`config.mk`:
```
export PLATFORM = sky130hd
export DESIGN_NAME = tsv_ctrl
export DESIGN_NICKNAME = d
export VERILOG_FILES = /design/src/sv/tsv_pkg.sv /design/src/sv/tsv_ctrl.sv
export SDC_FILE = /design/constraint.sdc
export NUM_CORES = 1
export LEC_CHECK = 0
export CAP_MARGIN = 20
export CORE_AREA = 8 8 45 47
export DETAILED_ROUTE_END_ITERATION = 8
export DIE_AREA = 0 0 53 55
export DONT_BUFFER_PORTS = 1
export HOLD_SLACK_MARGIN = 0.1
export PLACE_DENSITY = 0.45
export SYNTH_ARGS = -nofsm -noshare
export SYNTH_HDL_FRONTEND = slang
export SYNTH_SLANG_ARGS = --single-unit
```
`constraint.sdc`:
```
create_clock -name clk -period 1.3 [get_ports clk]
set_clock_uncertainty 0.15 [all_clocks]
set_input_delay 0.065 -clock clk [delete_from_list [all_inputs] [get_ports clk]]
set_output_delay 0.065 -clock clk [all_outputs]
set_load 0.02 [all_outputs]
```
`src/sv/tsv_pkg.sv`:
```
// ----------------------------------------------------------------------------
// tsv_pkg
// Shared types, codes and tables for the sample playback voice.
// ----------------------------------------------------------------------------
package tsv_pkg;

    localparam int SAMPLE_DEPTH_DEFAULT  = 65536;
    localparam int FRACTION_BITS_DEFAULT = 16;

    // item kinds
    localparam logic [1:0] KIND_LOAD   = 2'd0;
    localparam logic [1:0] KIND_NOTE   = 2'd1;
    localparam logic [1:0] KIND_VOLUME = 2'd2;
    localparam logic [1:0] KIND_TICK   = 2'd3;

    // configuration register indexes
    localparam logic [2:0] CFG_SAMPLE_LENGTH = 3'd0;
    localparam logic [2:0] CFG_LOOP_BEGIN    = 3'd1;
    localparam logic [2:0] CFG_LOOP_END      = 3'd2;
    localparam logic [2:0] CFG_LOOP_ENABLE   = 3'd3;
    localparam logic [2:0] CFG_C4_SPEED      = 3'd4;
    localparam logic [2:0] CFG_OUTPUT_RATE   = 3'd5;
    localparam logic [2:0] CFG_INST_VOLUME   = 3'd6;

    localparam int CFG_INDEX_W = 3;
    localparam int CFG_DATA_W  = 17;

    localparam logic [6:0] MAX_VOLUME   = 7'd64;
    localparam logic [6:0] RESET_VOLUME = 7'd64;
    localparam logic [15:0] RESET_C4    = 16'd8363;
    localparam logic [16:0] RESET_RATE  = 17'd44100;
    localparam logic [6:0] STEP_SCALE   = 7'd107;   // 14317056 / (8363 * 16)
    localparam logic [3:0] PITCH_COUNT  = 4'd12;
    localparam logic [3:0] MAX_OCTAVE   = 4'd7;
    localparam logic [8:0] SAMPLE_BIAS  = 9'd128;

    typedef struct packed {
        logic [1:0]  kind;
        logic [15:0] load_address;
        logic [7:0]  load_byte;
        logic [7:0]  note_code;
        logic [7:0]  new_volume;
    } in_t;

    typedef struct packed {
        logic signed [13:0] sample_out;
        logic               playing;
    } out_t;

    typedef enum logic [2:0] {
        ST_IDLE,
        ST_DECODE,
        ST_MUL,
        ST_DIV,
        ST_NOTE,
        ST_TICK_RD,
        ST_TICK_EXE,
        ST_FINISH
    } state_t;

    typedef struct packed {
        logic latch_in;
        logic load_write;
        logic vol_apply;
        logic mul_load;
        logic div_init;
        logic div_step;
        logic note_apply;
        logic tick_read;
        logic tick_update;
        logic out_load;
    } cmd_t;

    typedef struct packed {
        logic [1:0] kind;
        logic       pitch_ok;
        logic       div_last;
        logic       play_now;
    } status_t;

    // Amiga-style period for each pitch of the octave
    function automatic logic [10:0] period_lookup(input logic [3:0] pitch);
        logic [10:0] p;
        begin
            case (pitch)
                4'd0:    p = 11'd1712;
                4'd1:    p = 11'd1616;
                4'd2:    p = 11'd1524;
                4'd3:    p = 11'd1440;
                4'd4:    p = 11'd1356;
                4'd5:    p = 11'd1280;
                4'd6:    p = 11'd1208;
                4'd7:    p = 11'd1140;
                4'd8:    p = 11'd1076;
                4'd9:    p = 11'd1016;
                4'd10:   p = 11'd960;
                4'd11:   p = 11'd907;
                default: p = 11'd0;
            endcase
            return p;
        end
    endfunction

endpackage

```
`src/sv/tsv_ctrl.sv`:
```
// ----------------------------------------------------------------------------
// tsv_ctrl
// Sequencer for the voice: accepts items, steps the datapath, owns the
// result valid flag.
// ----------------------------------------------------------------------------
module tsv_ctrl (
    input  logic             clk,
    input  logic             rst_n,
    input  logic             in_valid,
    output logic             in_stall,
    output logic             out_valid,
    input  logic             out_stall,
    input  tsv_pkg::status_t status,
    output tsv_pkg::cmd_t    cmd
);

    tsv_pkg::state_t state_reg, state_next;
    logic            out_valid_reg, out_valid_next;

    // hold state and result flag
    always_ff @(posedge clk or negedge rst_n)
    begin
        if (!rst_n)
        begin
            state_reg     <= tsv_pkg::ST_IDLE;
            out_valid_reg <= 1'b0;
        end
        else
        begin
            state_reg     <= state_next;
            out_valid_reg <= out_valid_next;
        end
    end

    // next state and commands
    always_comb
    begin
        state_next     = state_reg;
        cmd            = '0;
        out_valid_next = out_valid_reg && out_stall;
        in_stall       = (state_reg != tsv_pkg::ST_IDLE);
        unique case (state_reg)
            tsv_pkg::ST_IDLE:
            begin
                if (in_valid)
                begin
                    cmd.latch_in = 1'b1;
                    state_next   = tsv_pkg::ST_DECODE;
                end
            end
            tsv_pkg::ST_DECODE:
            begin
                unique case (status.kind)
                    tsv_pkg::KIND_LOAD:
                    begin
                        cmd.load_write = 1'b1;
                        state_next     = tsv_pkg::ST_FINISH;
                    end
                    tsv_pkg::KIND_NOTE:
                    begin
                        cmd.mul_load = 1'b1;
                        state_next   = status.pitch_ok ? tsv_pkg::ST_MUL : tsv_pkg::ST_FINISH;
                    end
                    tsv_pkg::KIND_VOLUME:
                    begin
                        cmd.vol_apply = 1'b1;
                        state_next    = tsv_pkg::ST_FINISH;
                    end
                    default:
                    begin
                        state_next = tsv_pkg::ST_TICK_RD;
                    end
                endcase
            end
            tsv_pkg::ST_MUL:
            begin
                cmd.div_init = 1'b1;
                state_next   = tsv_pkg::ST_DIV;
            end
            tsv_pkg::ST_DIV:
            begin
                cmd.div_step = 1'b1;
                if (status.div_last)
                begin
                    state_next = tsv_pkg::ST_NOTE;
                end
            end
            tsv_pkg::ST_NOTE:
            begin
                cmd.note_apply = 1'b1;
                state_next     = tsv_pkg::ST_FINISH;
            end
            tsv_pkg::ST_TICK_RD:
            begin
                cmd.tick_read = 1'b1;
                state_next    = status.play_now ? tsv_pkg::ST_TICK_EXE : tsv_pkg::ST_FINISH;
            end
            tsv_pkg::ST_TICK_EXE:
            begin
                cmd.tick_update = 1'b1;
                state_next      = tsv_pkg::ST_FINISH;
            end
            tsv_pkg::ST_FINISH:
            begin
                // wait for the result slot to free up
                if (!out_valid_reg || !out_stall)
                begin
                    cmd.out_load   = 1'b1;
                    out_valid_next = 1'b1;
                    state_next     = tsv_pkg::ST_IDLE;
                end
            end
            default:
            begin
                state_next = tsv_pkg::ST_IDLE;
            end
        endcase
    end

    assign out_valid = out_valid_reg;

endmodule

```
==> flow_summary.json, run 1 <==
{
  "status": "complete, but fails checks",
  "violations": "setup timing",
  "rows": 14,
  "clkLatencyLatePin_ns": 0.23,
  "start_util_pct": 24.95,
  "path_clk_slew_ns": 0.04,
  "finalSetupViolCount": 12,
  "area_growth_pct": 74.28,
  "syn_area_per_cell_um2": 8.222,
  "root_buffer": "clkbuf_4",
  "grt_start_max_net_pins": 13,
  "h-tree-depth": 1,
  "dp_hpwl_um": 734.9,
  "antenna_found_initial": 0,
  "hold_viol": 0,
  "drcViolationCount": 0,
  "fin_crit_sh_pct": 111.6,
  "nNetsFinal": 75,
  "yosys_warnings": 0,
  "fill_cells": 147,
  "synth_edf_count": 0,
  "ios": 21,
  "arrival_ns": 1.24,
  "clkSinkCount": 4,
  "firstDrtPassIters": 3,
  "hold_class": "input pin to output pin",
  "num_antenna_cells": 0,
  "die_h_um": 55,
  "worst_slack_ns": -0.1511,
  "largest_register_ffs": 3,
  "fmax_ghz": 0.6891,
  "slew_viol_final": 0,
  "start_kind": "flop",
  "wl_um": 1024,
  "track_usage_pct": 7.276,
  "syn-num-nets": 51,
  "peakVddDrop_mv": 1.017,
  "cap_violations": 0,
  "cts_tree": "built",
  "cts_buffer_depth": 2,
  "crit_type": "flop to output pin",
  "wl_per_cell_um": 12.80,
  "cp.required_ns": 1.09,
  "synth_cell_types": 22,
  "worst_slew_pin_slew_ns": 0.2118,
  "postRouteAntennaNets": 0,
  "drive_gt1_share_pct": 50.00,
  "dieWidth_um": 53,
  "relSlewSlack_pct": 85.77,
  "synthCells": 42,
  "synthArstFlopShare_pct": 100.0,
  "power_density_mw_per_mm2": 2192,
  "hold_slack_ns": 0.1139,
  "yosysSeqAreaShare_pct": 28.99,
  "period_minus_slack_ns": 1.451,
  "post-place-ws_ns": 0.03149,
  "drt_iter0_markers": 4,
  "core_area_mm2": 0.001384,
  "overflow": 0,
  "rsz0062_at_grt": "yes",
  "globalplace.congestion": 0.6996,
  "mappedNetlistArea_um2": 345.3,
  "path_max_fanout": 3,
  "ys_ff_latch": 4,
  "numPortBuffers": 0,
  "leakage_nw": 0.2626,
  "crit_path_end_kind": "output pin",
  "vias": 375,
  "dieArea_mm2": 0.002915,
  "synthFlopType": "dfrtp_1",
  "viasPerCell": 4.688,
  "grt_pass1_wl_um": 1587,
  "numCtsBuffers": 3,
  "grt_pass1_vias": 368,
  "fin_tns_setup_ns": -0.9624
}
cell families (layout without fill, tap and decap cells):
family | count (synthesis) | count (layout) | synth area share (%)
flip-flops | 4 | 4 | 28.99
AND/OR/NAND/NOR | 27 | 27 | 44.21
buffers and inverters | 4 | 26 | 10.87
AO/OA/AOI/OAI | 7 | 7 | 15.94
layout by cell type (no fill, tap or decap), types with 2 or more instances in the layout:
cell / netlist / routed
nand2_2: 1 / 2
nor2_1: 5 / 3
clkbuf_4: 0 / 3
nor3b_2: 0 / 4
nand3_1: 3 / 3
buf_4: 0 / 11
dlygate4sd3_1: 0 / 8
a2bb2oi_1: 2 / 2
buf_6: 3 / 3
dfrtp_2: 0 / 2
nor2_4: 0 / 2
dfrtp_1: 4 / 2
nand2_1: 5 / 4
final cells by class:
cell class	instances	area, um^2	share of cell area, %
Multi-Input combinational cell	34	256.5	42.62
Timing Repair Buffer	22	196.4	32.64
Sequential cell	4	102.6	17.05
Clock buffer	3	22.52	3.742
Tap cell	16	20.02	3.326
Inverter	1	3.754	0.6237
worst max-delay path: stages, from the launching register on:
cell and delay, ns:
dfrtp_2 0.43, or3_4 0.42, nor2_4 0.16
routing by layer:
| metal | routed length (um) | share of wire (%) | GRT usage (%) |
|---|---|---|---|
| met2 | 471 | 46 | 11.33 |
| met5 | 0 | 0 | 0 |
| met3 | 102 | 10 | 4.278 |
| met1 | 450 | 44 | 8.079 |
| met4 | 0 | 0 | 2.586 |
cells in the mapped netlist (2+ instances only):
| master | n | share of area [%] |
|---|---|---|
| a2bb2oi_1 | 2 | 5.1 |
| dfrtp_1 | 4 | 29 |
| buf_6 | 3 | 9.8 |
| nor3b_1 | 4 | 8.7 |
| nor3_1 | 2 | 2.9 |
| nand2_1 | 5 | 5.4 |
| nor2_1 | 5 | 5.4 |
| nand3_1 | 3 | 4.3 |
path summary, 6_finish.rpt:
path / startpoint / end / slack, ns / depth (start not counted)
min in group asynchronous: rst_n / state_reg[1] / 0.49 / 2
worst min-delay path: in_valid / cmd[9] / 0.11 / 2
worst max register to register: state_reg[1] / state_reg[0] / -0.01 / 3
worst max-delay path: state_reg[2] / cmd[9] / -0.15 / 2
worst min register to register: state_reg[1] / state_reg[2] / 0.55 / 2
max in group asynchronous: rst_n / state_reg[2] / 0.34 / 2
metrics by stage:
step	std cells	instance area [um^2]	utilization (%)	power, mW
global placement	68	451.7	32.64	1.052
finish	80	601.8	43.49	1.319
floorplan	42	367.9	-	0.8526
CTS	80	580.6	41.95	1.289
global route	80	601.8	43.49	1.424
detailed placement	68	451.7	32.64	1.048
timing repair:
action,in CTS,in global routing
hold buffers,8,0
endpoints found under the hold margin,8,0
pin swaps,1,2
buffers inserted,1,0
setup endpoints to repair,11,12
resized for setup,6,6
report_power, final:
group	leakage, nW	switching (mW)	internal (mW)
Clock	0.0138	0.0468	0.103
Combinational	0.206	0.456	0.427
Sequential	0.0433	0.0911	0.195
(Power assumes the default switching activity.)
==> run 2, diff against run 1 <==
--- a/config.mk
+++ b/config.mk
@@ -5,13 +5,15 @@
 export SDC_FILE = /design/constraint.sdc
 export NUM_CORES = 1
 export LEC_CHECK = 0
+export ABC_AREA = 1
 export CAP_MARGIN = 20
 export CORE_AREA = 8 8 45 47
 export DETAILED_ROUTE_END_ITERATION = 8
 export DIE_AREA = 0 0 53 55
 export DONT_BUFFER_PORTS = 1
 export HOLD_SLACK_MARGIN = 0.1
-export PLACE_DENSITY = 0.45
+export MAX_ROUTING_LAYER = met4
+export PLACE_DENSITY = 0.46
 export SYNTH_ARGS = -nofsm -noshare
 export SYNTH_HDL_FRONTEND = slang
 export SYNTH_SLANG_ARGS = --single-unit
==> run 2 against run 1 <==
Sequential power shrank 3%. Largest cell class unchanged. Critical endpoint is now cmd[1]. Area after synthesis grew 1.1%. The run still ends with setup timing left. Via count grew 22%.
==> flow_summary.json, run 2 <==
{
  "yosysSeqAreaShare_pct": 28.67,
  "core_area_mm2": 0.001384,
  "mostFrequentLayoutCell": "buf_4",
  "p_int_mw": 0.9351,
  "drive_gt1_share_pct": 58.24,
  "arrival_ns": 1.26,
  "path_max_fanout": 4,
  "synthFlopType": "dfrtp_1",
  "synthArstFlopShare_pct": 100.0,
  "leakage_nw": 0.4077,
  "synth_edf_count": 0,
  "p_comb_share_pct": 76.5,
  "overflow": 0,
  "post-place-ws_ns": -0.003493,
  "syn_area_per_cell_um2": 6.019,
  "synth_top_area_cell": "dfrtp_1",
  "syn-num-nets": 67,
  "synth.area.top_cells": "dfrtp_1 (29%), nand2_1 (17%), inv_1 (11%)",
  "clkPwrFrac_pct": 8.3,
  "grt_start_max_net_pins": 5,
  "hold_viol": 0,
  "slowest_stage": "dfrtp_2",
  "worst_slack_ns": -0.1751,
  "hold_class": "input pin to output pin",
  "start_util_pct": 25.23,
  "numPortBuffers": 0,
  "synthCells": 58,
  "status": "complete, but fails checks",
  "switchingPower_mw": 0.8801,
  "relSlewSlack_pct": 86.63,
  "drcViolationCount": 0,
  "cts_buffer_depth": 2,
  "crit_path_end_kind": "output pin",
  "crit_type": "flop to output pin",
  "globalplace.congestion": 0.7715,
  "violations": "setup timing",
  "largest_register_ffs": 3,
  "h-tree-depth": 1,
  "synthTopCellsByCount": "nand2_1 (16), inv_1 (10), nor2_1 (6)",
  "peakVddDrop_mv": 0.8174,
  "grt_pass1_wl_um": 1980,
  "synth_top_area_share_pct": 28.67,
  "dieArea_mm2": 0.002915,
  "mappedNetlistArea_um2": 349.1,
  "die_h_um": 55,
  "area_growth_pct": 112.2,
  "drt_iter0_markers": 2,
  "path_clk_slew_ns": 0.04,
  "cap_violations": 0,
  "cp.required_ns": 1.09,
  "antenna_found_initial": 0,
  "dieWidth_um": 53,
  "start_kind": "flop",
  "cts_tree": "built",
  "worst_slew_pin_slew_ns": 0.1985,
  "switching_share_pct": 48.49,
  "rows": 14,
  "fin_crit_sh_pct": 113.5,
  "stdcell_area_um2": 740.7,
  "ios": 21,
  "dp_hpwl_um": 809.9,
  "critPathMaxStageDelay_ns": 0.42,
  "slew_viol_final": 0,
  "nNetsFinal": 102,
  "fmax_ghz": 0.6779,
  "clkSinkCount": 4,
  "yosys_warnings": 0,
  "viasPerCell": 4.280,
  "worstPathCellList": "buf_4 > or2_1 > nor2_1 > buf_4",
  "wl_um": 1274,
  "period_minus_slack_ns": 1.475,
  "finalSetupViolCount": 13,
  "yosysMostFrequentCell": "nand2_1",
  "power_density_mw_per_mm2": 2451,
  "rsz0062_at_grt": "yes",
  "fill_cells": 132,
  "postRouteAntennaNets": 0,
  "final_core_util_pct": 53.53,
  "p_seq_share_pct": 15.2,
  "grt_pass1_vias": 477,
  "synth_cell_types": 13,
  "vias": 458,
  "num_antenna_cells": 0,
  "final_cell_mix": "buf_4 (16), nand2_1 (11), dlygate4sd3_1 (9), inv_1 (7)",
  "detailed_place.area_um2": 454.2,
  "root_buffer": "clkbuf_4",
  "track_usage_pct": 9.419,
  "wl_per_cell_um": 11.91,
  "ys_ff_latch": 4,
  "firstDrtPassIters": 2,
  "cpMostUsedCell": "buf_4",
  "numCtsBuffers": 3,
  "clkLatencyLatePin_ns": 0.23
}
==> run 2: layout make-up <==
class | count | area [um^2] | share of cell area (%)
multi-input combinational | 40 | 269.0 | 36.32
timing repair buffer | 30 | 266.5 | 35.98
inverter | 14 | 60.06 | 8.108
sequential | 4 | 102.6 | 13.85
clock buffer | 3 | 22.52 | 3.041
tap | 16 | 20.02 | 2.703
==> run 2: power groups by stage <==
stage          logic, mW  registers (mW)  clock network [mW]
2_1_floorplan      0.577           0.275                   0
3_3_place_gp       0.858           0.269                   0
3_5_place_dp       0.855           0.267                   0
4_1_cts             1.23           0.265               0.155
5_1_grt             1.51           0.284               0.166
6_report            1.39           0.277               0.150
==> run 2: through the flow <==
| stage | setup TNS (ns) | power [mW] | cells | hold slack, ns |
|---|---|---|---|---|
| 2_1_floorplan | -0.2557 | 0.8527 | 58 | -0.3806 |
| 3_3_place_gp | 0 | 1.127 | 85 | -0.3805 |
| 3_5_place_dp | -0.003493 | 1.122 | 85 | -0.3805 |
| 4_1_cts | -1.038 | 1.646 | 105 | 0.1447 |
| 5_1_grt | -2.153 | 1.959 | 107 | 0.1531 |
| 6_report | -1.365 | 1.815 | 107 | 0.1453 |
==> run 2: layer usage <==
layer,wire [um],GRT usage [%],vias to the layer above
met2,772,18.16,10
met4,12,5.172,0
met5,0,-,-
li1,-,-,238
met3,75,2.406,2
met1,414,8.092,208
==> run 2: critical path: cells and delay by family, from the launching register on <==
| kind | cells | cell delay (ns) |
|---|---|---|
| buffers and inverters | 2 | 0.29 |
| flip-flops | 1 | 0.42 |
| AND/OR/NAND/NOR | 2 | 0.32 |
==> run 2: worst paths after layout <==
path / startpoint / endpoint / slack, ns / cells after the start
max reg2reg: state_reg[2] / state_reg[1] / -0.07 / 6
min reg2reg: out_valid / out_valid / 0.35 / 2
max in group asynchronous: rst_n / state_reg[2] / 0.32 / 2
min: status[4] / cmd[8] / 0.15 / 2
max: state_reg[0] / cmd[1] / -0.18 / 4
min in group asynchronous: rst_n / state_reg[0] / 0.49 / 2
==> run 2: logic make-up (layout without fill, tap and decap cells) <==
logic type             Yosys count  in the layout  synth area share (%)
and+or+nand+nor                 39             39                 54.84
buffers and inverters           14             47                 15.05
DFF                              4              4                 28.67
AOI/OAI and AO/OA                1              1                 1.432
==> run 2: repair_timing <==
action	CTS	global route
resized for setup	19	11
pin swaps	7	11
hold endpoints to repair	8	0
setup endpoints to repair	9	14
gates cloned	0	0
hold buffers	9	0
setup buffers	8	3
==> run 3, diff against run 2 <==
--- a/config.mk
+++ b/config.mk
@@ -7,9 +7,9 @@
 export LEC_CHECK = 0
 export ABC_AREA = 1
 export CAP_MARGIN = 20
-export CORE_AREA = 8 8 45 47
+export CORE_AREA = 4 4 41 43
 export DETAILED_ROUTE_END_ITERATION = 8
-export DIE_AREA = 0 0 53 55
+export DIE_AREA = 0 0 45 47
 export DONT_BUFFER_PORTS = 1
 export HOLD_SLACK_MARGIN = 0.1
 export MAX_ROUTING_LAYER = met4
==> run 3 against run 2 <==
The run still ends with setup timing left. Total power is 9.7% lower. Core utilization is 0.74 points lower. Global-route usage is 1.9 points higher. Hold slack worse by 0.047 ns. Sequential share of layout area is 1.1 points higher. Non-clock buffer count is 4 lower. Critical path type unchanged. Critical endpoint is now cmd[3]. Highest routed layer is now met3.
==> flow_summary.json, run 3 (synthesis results as in run 2) <==
{
  "min-delay-start": "in_valid",
  "p_int_mw": 0.8375,
  "start_kind": "flop",
  "core_area_mm2": 0.001301,
  "cap_violations": 0,
  "rows": 13,
  "dieArea_mm2": 0.002115,
  "worst_slack_ns": -0.1464,
  "detailed_place.area_um2": 445.4,
  "worstHoldEndpoint": "state_reg[2]",
  "hold_class": "input pin to flop",
  "stdcell_area_um2": 686.9,
  "worst_slew_pin_slew_ns": 0.1749,
  "area_growth_pct": 96.77,
  "clkSinkCount": 4,
  "ios": 21,
  "wl_per_cell_um": 9.755,
  "path_clk_slew_ns": 0.04,
  "drcViolationCount": 0,
  "die_h_um": 47,
  "numCtsBuffers": 3,
  "fmax_ghz": 0.6914,
  "nNetsFinal": 98,
  "dp_cells": 83,
  "hold_slack_ns": 0.09785,
  "r2r-start": "state_reg[1]",
  "slowest_stage": "dfrtp_2",
  "hold_viol": 0,
  "r2r_slack_ns": -0.03,
  "fill_cells": 133,
  "switchingPower_mw": 0.8025,
  "power_mw": 1.640,
  "slew_viol_final": 0,
  "switching_share_pct": 48.93,
  "firstDrtPassIters": 4,
  "cts_tree": "built",
  "worstPathCellList": "inv_4 > or2_1 > nor2_1 > buf_4",
  "worstHoldPathCells": 6,
  "root_buffer": "clkbuf_4",
  "status": "complete, but fails checks",
  "dp_hpwl_um": 699.1,
  "largest_register_ffs": 3,
  "grt_pass1_wl_um": 1725,
  "track_usage_pct": 11.29,
  "regToRegEndpoint": "state_reg[1]",
  "fin_tns_setup_ns": -1.200,
  "start_util_pct": 26.83,
  "r2r_cells": 7,
  "num_antenna_cells": 0,
  "dieWidth_um": 45,
  "clkPwrFrac_pct": 9.1,
  "leakage_nw": 0.3723,
  "fin_crit_sh_pct": 111.3,
  "relSlewSlack_pct": 88.30,
  "overflow": 0,
  "mostFrequentLayoutCell": "buf_4",
  "path_max_fanout": 4,
  "drt_iter0_markers": 3,
  "rsz0062_at_grt": "yes",
  "post-place-ws_ns": 0.004909,
  "fin_cells": 102,
  "crit_type": "flop to output pin",
  "peakVddDrop_mv": 1.191,
  "clkLatencyLatePin_ns": 0.23,
  "globalplace.congestion": 0.7624,
  "crit_path_end_kind": "output pin",
  "wl_um": 995,
  "arrival_ns": 1.23,
  "power_density_mw_per_mm2": 2387,
  "drive_gt1_share_pct": 55.17,
  "vias": 436,
  "final_core_util_pct": 52.79,
  "critPathMaxStageDelay_ns": 0.43,
  "viasPerCell": 4.275,
  "antenna_found_initial": 0,
  "grt_start_max_net_pins": 6,
  "violations": "setup timing",
  "p_comb_share_pct": 72.6,
  "period_minus_slack_ns": 1.446,
  "final_cell_mix": "buf_4 (15), nand2_1 (12), inv_1 (8), dlygate4sd3_1 (8)",
  "finalSetupViolCount": 14,
  "grt_pass1_vias": 451,
  "cp.required_ns": 1.09,
  "numPortBuffers": 0,
  "p_seq_share_pct": 18.3,
  "h-tree-depth": 1,
  "cts_buffer_depth": 2,
  "postRouteAntennaNets": 0
}
[run 3: power groups by stage]
stage / Sequential, mW / Clock, mW / Combinational [mW]
after global routing: 0.307 / 0.173 / 1.31
after global placement: 0.270 / 0 / 0.830
final: 0.301 / 0.149 / 1.19
after CTS: 0.279 / 0.158 / 1.10
after detailed placement: 0.268 / 0 / 0.827
after floorplan: 0.275 / 0 / 0.577
[run 3: worst max path at each step]
stage	startpoint	endpoint	slack (ns)
final	state_reg[2]	cmd[3]	-0.15
after global routing	state_reg[1]	cmd[8]	-0.22
after CTS	state_reg[1]	cmd[8]	-0.15
after detailed placement	state_reg[1]	cmd[6]	0.005
after global placement	state_reg[1]	cmd[7]	0.007
after floorplan	state_reg[1]	cmd[6]	-0.09
[run 3: final cells by class]
class / instances / area (um^2) / area share (%)
clock buffers: 3 / 22.52 / 3.279
inverters: 14 / 57.56 / 8.379
multi-input cells: 40 / 259.0 / 37.70
flip-flops and latches: 4 / 102.6 / 14.94
well taps: 15 / 18.77 / 2.732
repair buffers: 26 / 226.5 / 32.97
[run 3: repair_timing]
| action | CTS | global route |
|---|---|---|
| hold endpoints to repair | 8 | 0 |
| setup buffers | 6 | 2 |
| hold buffers | 8 | 0 |
| resized for setup | 17 | 7 |
| endpoints found under the setup margin | 10 | 14 |
| pin swaps | 3 | 5 |
[run 3: critical path: cells and delay by family (launching register included)]
kind	cells	cell delay, ns
buffers and inverters	2	0.21
flip-flops	1	0.43
AND/OR/NAND/NOR	2	0.35
[run 3: routing by layer]
layer | GRT usage (%) | vias to the layer above | routed length, um
li1 | - | 229 | -
met1 | 11.93 | 193 | 375
met2 | 19.77 | 14 | 546
met3 | 3.831 | 0 | 74
met4 | 3.509 | 0 | 0
met5 | - | - | 0
